==> src/rtl/itoa_pkg.sv <==
// itoa_pkg: shared constants and the digit-to-ascii glyph function
// for the radix conversion block; no dependencies
package itoa_pkg;

  // quotient bits retired by the divider per clock
  localparam int DIV_BITS = 8;

  // digit and character widths
  localparam int DIGIT_W = 4;
  localparam int CHAR_W  = 7;
  localparam int RADIX_W = 5;
  localparam int MINC_W  = 7;

  // legal radix range, out-of-range values saturate to these
  localparam logic [RADIX_W-1:0] RADIX_MIN = 5'd2;
  localparam logic [RADIX_W-1:0] RADIX_MAX = 5'd16;

  // ascii codes for the two glyph groups
  localparam logic [CHAR_W-1:0] ASCII_ZERO   = 7'h30;
  localparam logic [CHAR_W-1:0] ASCII_A_BASE = 7'h37;  // 'A' minus ten

  // uppercase hex glyph for one digit
  function automatic logic [CHAR_W-1:0] to_glyph(input logic [DIGIT_W-1:0] d);
    logic [CHAR_W-1:0] c;
    if (d < 4'd10) begin
      c = ASCII_ZERO + {3'b000, d};
    end else begin
      c = ASCII_A_BASE + {3'b000, d};
    end
    return c;
  endfunction

endpackage

==> src/rtl/integer_to_ascii_radix.sv <==
// integer_to_ascii_radix: converts an unsigned value to uppercase ascii text
// in radix 2..16; uses itoa_pkg and one itoa_ram instance for the digit store
//
// usage
//   input channel (in_valid/in_ready): in_number, in_radix, in_min_chars.
//   in_ready is high only while no conversion is in flight; one item at a time.
//   result channel (out_valid/out_ready): out_char_out, one ascii character
//   per transfer, most significant first; out_last marks the final character.
//   radix below 2 or above 16 saturates; min_chars above MAX_CHARS is capped.
// datapath
//   each digit is formed by the divider, which retires 8 quotient bits per
//   cycle; digits are stored least significant first, then pad characters.
//   each character is read through the digit store's single read port, then
//   converted to its glyph in the output register.
// reset and stalls
//   rst_n low returns the block to idle with out_valid low; the digit store
//   needs no clearing since each conversion writes every entry it reads.
//   a stalled receiver holds the character in the output register; the block
//   simply waits, no data is lost.
module integer_to_ascii_radix #(
  parameter int VALUE_BITS = 64,
  parameter int MAX_CHARS  = 64
) (
  input  logic                            clk,
  input  logic                            rst_n,
  input  logic                            in_valid,
  output logic                            in_ready,
  input  logic [63:0]                     in_number,
  input  logic [itoa_pkg::RADIX_W-1:0]    in_radix,
  input  logic [itoa_pkg::MINC_W-1:0]     in_min_chars,
  output logic                            out_valid,
  input  logic                            out_ready,
  output logic [itoa_pkg::CHAR_W-1:0]     out_char_out,
  output logic                            out_last
);

  localparam int NCH = (VALUE_BITS + itoa_pkg::DIV_BITS - 1) / itoa_pkg::DIV_BITS;
  localparam int QW  = NCH * itoa_pkg::DIV_BITS;
  localparam int CHW = (NCH > 1) ? $clog2(NCH) : 1;
  localparam int AW  = $clog2(MAX_CHARS);
  localparam int CW  = $clog2(MAX_CHARS + 1);
  localparam int DW  = itoa_pkg::DIGIT_W;
  localparam int RW  = itoa_pkg::RADIX_W;

  typedef enum logic [2:0] {
    S_IDLE,
    S_DIV,
    S_PAD,
    S_LD,
    S_OUT
  } state_t;

  state_t                       state_r;
  logic [QW-1:0]                q_r;
  logic [RW-1:0]                base_r;
  logic [CW-1:0]                width_r;
  logic [CW-1:0]                cnt_r;
  logic [CW-1:0]                k_r;
  logic [CHW-1:0]               ch_r;
  logic [DW-1:0]                rem_r;
  logic                         out_valid_r;
  logic                         out_last_r;
  logic [itoa_pkg::CHAR_W-1:0]  out_char_r;

  logic [itoa_pkg::DIV_BITS-1:0] top_bits;
  logic [itoa_pkg::DIV_BITS-1:0] qbits;
  logic [DW-1:0]                 rem_nxt;
  logic [QW-1:0]                 q_nxt;
  logic [CW-1:0]                 cnt_nxt;
  logic                          ch_last;
  logic                          pad_more;
  logic                          out_xfer;
  logic [CW-1:0]                 rd_cnt;

  logic          ram_we;
  logic [AW-1:0] ram_waddr;
  logic [DW-1:0] ram_wdata;
  logic          ram_re;
  logic [AW-1:0] ram_raddr;
  logic [DW-1:0] ram_rdata;

  // long division by the radix, DIV_BITS quotient bits per cycle
  always_comb begin
    logic [RW-1:0] r5;
    logic [DW-1:0] rem;
    rem      = rem_r;
    qbits    = '0;
    top_bits = q_r[QW-1 -: itoa_pkg::DIV_BITS];
    for (int i = itoa_pkg::DIV_BITS - 1; i >= 0; i--) begin
      r5 = {rem, top_bits[i]};
      if (r5 >= base_r) begin
        r5       = r5 - base_r;
        qbits[i] = 1'b1;
      end
      rem = r5[DW-1:0];
    end
    rem_nxt = rem;
    q_nxt   = (q_r << itoa_pkg::DIV_BITS) | QW'(qbits);
  end

  assign ch_last  = (ch_r == CHW'(NCH - 1));
  assign cnt_nxt  = cnt_r + CW'(1);
  assign pad_more = (cnt_r < width_r);
  assign out_xfer = out_valid_r && out_ready;

  // digit store access: writes during division and padding, reads at the end of padding and when emitting
  assign ram_we    = ((state_r == S_DIV) && ch_last) || ((state_r == S_PAD) && pad_more);
  assign ram_waddr = cnt_r[AW-1:0];
  assign ram_wdata = (state_r == S_DIV) ? rem_nxt : '0;
  assign ram_re    = ((state_r == S_PAD) && !pad_more) ||
                     ((state_r == S_OUT) && out_xfer && !out_last_r);
  assign rd_cnt    = (state_r == S_PAD) ? (cnt_r - CW'(1)) : (k_r - CW'(2));
  assign ram_raddr = rd_cnt[AW-1:0];

  itoa_ram #(
    .WIDTH (DW),
    .DEPTH (MAX_CHARS)
  ) u_digit_store (
    .clk   (clk),
    .we    (ram_we),
    .waddr (ram_waddr),
    .wdata (ram_wdata),
    .re    (ram_re),
    .raddr (ram_raddr),
    .rdata (ram_rdata)
  );

  // sequencer: divide, pad, then read back and emit most significant first
  always_ff @(posedge clk) begin
    if (!rst_n) begin
      state_r     <= S_IDLE;
      out_valid_r <= 1'b0;
      out_last_r  <= 1'b0;
      cnt_r       <= '0;
      q_r         <= '0;
    end else begin
      case (state_r)
        S_IDLE: begin
          if (in_valid) begin
            q_r   <= QW'(in_number[VALUE_BITS-1:0]);
            rem_r <= '0;
            ch_r  <= '0;
            cnt_r <= '0;
            if (in_radix < itoa_pkg::RADIX_MIN) begin
              base_r <= itoa_pkg::RADIX_MIN;
            end else if (in_radix > itoa_pkg::RADIX_MAX) begin
              base_r <= itoa_pkg::RADIX_MAX;
            end else begin
              base_r <= in_radix;
            end
            if (in_min_chars > itoa_pkg::MINC_W'(MAX_CHARS)) begin
              width_r <= CW'(MAX_CHARS);
            end else begin
              width_r <= CW'(in_min_chars);
            end
            state_r <= S_DIV;
          end
        end
        S_DIV: begin
          q_r <= q_nxt;
          if (ch_last) begin
            // digit done: stored this cycle, restart remainder for the next one
            rem_r <= '0;
            ch_r  <= '0;
            cnt_r <= cnt_nxt;
            if ((q_nxt == '0) || (cnt_nxt >= CW'(MAX_CHARS))) begin
              state_r <= S_PAD;
            end
          end else begin
            rem_r <= rem_nxt;
            ch_r  <= ch_r + CHW'(1);
          end
        end
        S_PAD: begin
          if (pad_more) begin
            cnt_r <= cnt_nxt;
          end else begin
            // first read of the top digit is issued this cycle
            k_r     <= cnt_r;
            state_r <= S_LD;
          end
        end
        S_LD: begin
          out_char_r  <= itoa_pkg::to_glyph(ram_rdata);
          out_last_r  <= (k_r == CW'(1));
          out_valid_r <= 1'b1;
          state_r     <= S_OUT;
        end
        S_OUT: begin
          if (out_xfer) begin
            out_valid_r <= 1'b0;
            if (out_last_r) begin
              state_r <= S_IDLE;
            end else begin
              k_r     <= k_r - CW'(1);
              state_r <= S_LD;
            end
          end
        end
        default: begin
          state_r     <= S_IDLE;
          out_valid_r <= 1'b0;
        end
      endcase
    end
  end

  assign in_ready     = (state_r == S_IDLE);
  assign out_valid    = out_valid_r;
  assign out_char_out = out_char_r;
  assign out_last     = out_last_r;

`ifndef SYNTH
  // no new item is taken while a character is still offered
  a_no_overlap: assert property (@(posedge clk) disable iff (!rst_n)
    !(in_ready && out_valid))
    else $error("input accepted while a result is pending");

  // digit store writes stay inside the store
  a_wr_range: assert property (@(posedge clk) disable iff (!rst_n)
    ram_we |-> (cnt_r < CW'(MAX_CHARS)))
    else $error("digit store write beyond its depth");

  // the last character transfer returns the block to idle
  a_last_idle: assert property (@(posedge clk) disable iff (!rst_n)
    (out_valid && out_ready && out_last) |=> in_ready)
    else $error("block not idle after the final character");

  // a character is flagged last exactly when one position remains
  a_last_pos: assert property (@(posedge clk) disable iff (!rst_n)
    (state_r == S_LD) |=> (out_last == (k_r == CW'(1))))
    else $error("last flag does not match the remaining count");
`endif

endmodule

==> src/rtl/itoa_ram.sv <==
// itoa_ram: generic single-write, single-read ram with registered read data
// no dependencies
module itoa_ram #(
  parameter int WIDTH = 4,
  parameter int DEPTH = 64
) (
  input  logic                     clk,
  input  logic                     we,
  input  logic [$clog2(DEPTH)-1:0] waddr,
  input  logic [WIDTH-1:0]         wdata,
  input  logic                     re,
  input  logic [$clog2(DEPTH)-1:0] raddr,
  output logic [WIDTH-1:0]         rdata
);

  logic [WIDTH-1:0] mem [DEPTH];
  logic [WIDTH-1:0] rdata_r;

  // write port and registered read port
  always_ff @(posedge clk) begin
    if (we) begin
      mem[waddr] <= wdata;
    end
    if (re) begin
      rdata_r <= mem[raddr];
    end
  end

  assign rdata = rdata_r;

endmodule
==> config.mk <==
export PLATFORM = sky130hd
export DESIGN_NAME = integer_to_ascii_radix
export DESIGN_NICKNAME = d
export VERILOG_FILES = /design/src/rtl/itoa_pkg.sv /design/src/rtl/integer_to_ascii_radix.sv /design/src/rtl/itoa_ram.sv
export SDC_FILE = /design/constraint.sdc
export NUM_CORES = 1
export LEC_CHECK = 0
export ABC_CLOCK_PERIOD_IN_PS = 13650
export CAP_MARGIN = 40
export CORE_UTILIZATION = 31
export CTS_BUF_LIST = sky130_fd_sc_hd__clkbuf_4 sky130_fd_sc_hd__clkbuf_8 sky130_fd_sc_hd__clkbuf_16
export DETAILED_ROUTE_END_ITERATION = 8
export DONT_BUFFER_PORTS = 1
export REMOVE_ABC_BUFFERS = 1
export SLEW_MARGIN = 15
export SYNTH_ARGS = -nofsm -noshare
export SYNTH_HDL_FRONTEND = slang
export SYNTH_SLANG_ARGS = --single-unit
export TNS_END_PERCENT = 10
==> constraint.sdc <==
create_clock -name clk -period 13.65 [get_ports clk]
set_input_delay 0.6825 -clock clk [delete_from_list [all_inputs] [get_ports clk]]
set_output_delay 0.6825 -clock clk [all_outputs]
set_load 0.01 [all_outputs]
==> summary.txt <==
STA
  • Slew HR: 43.92%
  • Final Setup Violations: 0
  • Transition at the pin with the smallest max-transition slack: 0.8412 ns
  • Hold violation count in the final report: 0
  • Share of the clock period used by the worst path: 93.46%
  • Maximum operating frequency: 78.39 MHz
  • Final slew viol count: 0
  • Final period demand of the worst path: 12.76 ns
  • Largest clock skew in the final design: 0.02018 ns

Layout
  • Antenna cells: 0
  • Fraction of layout instances using a drive strength above 1: 7.567%
  • Final core area utilization: 35.12%
  • Signed area change from the synthesized netlist to the final layout: 11.86%
  • Number of standard cells in the layout, taps in and fillers out: 2,281
  • Final nets: 1,650
  • Number of fill cells: 5,394
  • Sequential cell area in the final layout: 10,320 um2
  • Area taken by multi-input logic gates: 6524 um2

Drt
  • Post-detailed-route count of antenna-violating nets: 0
  • DRC Markers: 0
  • Routed length per placed instance: 18.78 um
  • Post-Route WL: 42,850 um
  • Initial DRC count: 1,064
  • Vias/cell: 5.142
  • Via count: 11,730
  • Detailed Routing Iterations Pass 1: 5

Clock network
  • Clock latency of the later-clocked register in the worst-skew pair: 0.53 ns
  • CTS Root Cell: clkbuf_16
  • CTS clock-pin slew for the worst setup and hold paths: 0.06 ns
  • Number of buffers created by CTS: 39
  • CTS HTree Levels: 2
  • Sink count of the clock tree: 369
  • TritonCTS clock tree: built
  • Clk buf depth: 3
  • Hold buffers post-CTS: 0

Logic synthesis
  • Share of synthesized flip-flops with an asynchronous set or reset: 0%
  • Top_reg_cell synth: edfxtp_1
  • Mean post-synth cell area: 11.31 um2
  • Yosys top cell area share: 50.77%
  • Distinct cell type count of the synthesized netlist: 54
  • Number of synthesized flops with an enable pin: 293
  • Share of synthesized area occupied by flip-flops and latches: 59.55%
  • Largest area contributor in the netlist: edfxtp_1
  • Synthesized flop and latch total: 369
  • Mapped Cells: 1,532
  • Cells taking the most area after synthesis: edfxtp_1 51%, dfxtp_1 8.8%, nand2_1 4.9%, mux2i_1 4.3%, ha_1 4.0%
  • Yosys Warn Count: 0
  • Post-synthesis instance area: 17,330 um2

Global routing
  • Remaining global-route overflow: 0
  • Via count of the first global-routing pass: 11,910
  • Wire length of the first global-routing pass: 66,760 um
  • Maximum number of pins on one net before global-route repair: 79
  • Total routing usage reported by global routing: 14.97%
  • Antenna violations before repair: 1

Placed design
  • Number of port buffers: 0
  • Final weighted congestion in routability-driven placement: 0.8649
  • Total half-perimeter wirelength after legalization and detailed placement: 28,460 um
  • Placed insts: 2,210

Worst setup path
  • Internal reg-to-reg setup slack: 0.89 ns
  • Worst Reg-to-Reg Cells: 46
  • Crit-path max cell delay: 0.51 ns
  • Critical R2R Launch: base_r[1]$_SDFFCE_PP1P_
  • Worst-path cell with the longest stage delay: buf_4
  • Capturing instance or port of the critical path: u_digit_store.mem[22][3]$_DFFE_PP_
  • Critical path startpoint category: flop
  • Beginning of the critical path: base_r[1]$_SDFFCE_PP1P_
  • WP data arrival: 13.02 ns
  • Critical path peak fanout: 40
  • Critical path type: reg2reg
  • Worst R2R End: u_digit_store.mem[22][3]$_DFFE_PP_
  • Kind of capture point of the worst setup path: flop
  • Data required time of the worst path: 13.92 ns

Floorplan
  • # IOs: 90
  • Die Span Y: 238.4 um
  • Initial Utilization: 31.39%
  • Horizontal die dimension: 238.4 um
  • Site row count: 86
  • Placeable core area: 55,200 um2
  • Total Die Area: 56,850 um2

Min path
  • Class of the worst hold path: in2reg

Run status
  • Run status: complete, no violations

Flow run
  • Count of maximum capacitance violations: 0
-- synth_stat cells, types with 16 or more instances --
cell,instances
nor3_1,21
a21o_1,18
xnor2_1,24
nand4_1,17
nand2b_1,18
edfxtp_1,293
nor2_1,156
a21boi_0,27
o221ai_1,41
dfxtp_1,76
ha_1,55
o21ai_0,20
a21oi_1,79
nand2_1,226
nand3_1,60
inv_1,45
clkbuf_1,57
mux2i_1,75
mux2_2,16
nor4_1,25
buf_2,23
a22oi_1,23
-- layer usage --
metal	global-route usage (%)	share of wire (%)	vias to the layer above
li1	-	-	5569
met1	19.09	43	5723
met2	24.44	46	358
met3	4.037	7.9	79
met4	5.089	2.9	0
met5	0	0	-
-- timing repair --
action | 4_1_cts | 5_1_grt
setup endpoints to repair | 0 | 234
resized for setup | 0 | 1
setup buffers | 0 | 2
-- cells in the final DEF (no fill, tap or decap), drive strengths merged, types with 6 or more instances in the layout --
cell type / synthesis / routed
mux2: 16 / 16
ha: 55 / 55
xor2: 8 / 8
nor3: 21 / 21
nor2b: 12 / 12
o221ai: 41 / 41
buf: 33 / 21
nor2: 156 / 157
nand3: 60 / 60
o21ai: 27 / 27
nand2: 226 / 226
and2: 6 / 6
a21boi: 27 / 27
nor3b: 8 / 8
a21oi: 80 / 80
dfxtp: 76 / 76
nand2b: 18 / 18
nor4: 25 / 25
clkinv: 0 / 7
o22ai: 12 / 12
edfxtp: 293 / 293
a21o: 18 / 18
or4: 6 / 6
fa: 8 / 8
nand4: 17 / 17
a32oi: 13 / 13
a22oi: 23 / 23
inv: 45 / 47
clkbuf: 57 / 56
xnor2: 24 / 24
or3: 6 / 6
mux2i: 76 / 76
a31oi: 10 / 10
-- flip-flops by register name (all words and copies together) (netlist names) --
signal	cells
ch_r	3
out_char_out	7
k_r	7
q_r	64
cnt_r	7
u_digit_store.rdata	4
out_last	1
base_r	5
state_r	3
rem_r	4
width_r	7
out_valid	1
u_digit_store.mem	256
-- cell families (layout without fill, tap and decap cells) --
family / count (synthesis) / in the layout / synth area share [%]
AO/OA/AOI/OAI: 269 / 269 / 10.43
XOR/XNOR: 32 / 32 / 1.617
adder cells (fa/ha/maj): 63 / 63 / 4.895
buffers and inverters: 135 / 135 / 3.220
flip-flops: 369 / 369 / 59.55
multiplexers: 92 / 92 / 5.502
AND/OR/NAND/NOR: 572 / 573 / 14.79
-- final cells by class --
class	instances	share of cell area, %
clock inverter	12	0.7616
tap	748	4.828
sequential	369	53.24
timing repair buffer	23	0.8972
inverter	45	0.8714
clock buffer	55	5.751
multi-input combinational	1029	33.65
-- critical path, delay by kind of cell (launching register included) --
family	cells	cell delay, ns
AO/OA/AOI/OAI	23	5.30
AND/OR/NAND/NOR	3	0.63
flip-flops	1	0.43
multiplexers	7	2.79
adder cells (fa/ha/maj)	8	2.13
buffers and inverters	5	1.16
-- worst min-delay path by stage --
| stage | from | to | slack [ns] | depth (start not counted) |
|---|---|---|---|---|
| after CTS | in_radix[4] | base_r[4]$_SDFFCE_PP0P_ | 0.22 | 0 |
| after detailed placement | q_r[56]$_SDFFE_PN0P_ | q_r[56]$_SDFFE_PN0P_ | 0.48 | 2 |
| after global routing | in_radix[4] | base_r[4]$_SDFFCE_PP0P_ | 0.22 | 0 |
| final | in_radix[4] | base_r[4]$_SDFFCE_PP0P_ | 0.25 | 0 |
| after global placement | q_r[12]$_SDFFE_PN0P_ | q_r[12]$_SDFFE_PN0P_ | 0.47 | 2 |
| after floorplan | q_r[56]$_SDFFE_PN0P_ | q_r[56]$_SDFFE_PN0P_ | 0.45 | 2 |
-- through the flow --
step           setup TNS (ns)  area [um2]  setup slack, ns  hold WS (ns)
2_1_floorplan               0       16940            1.683        0.4468
3_3_place_gp                0       18080           0.9637        0.4744
3_5_place_dp                0       18090           0.4603        0.4785
4_1_cts                     0       19350           0.4189        0.2240
5_1_grt              -0.06014       19380        -0.005908        0.2223
6_report                    0       19380           0.8931        0.2467
Power is left out: the tool's default activity adds up to more than one toggle a clock period on the data nets, which glitch-free logic cannot reach.
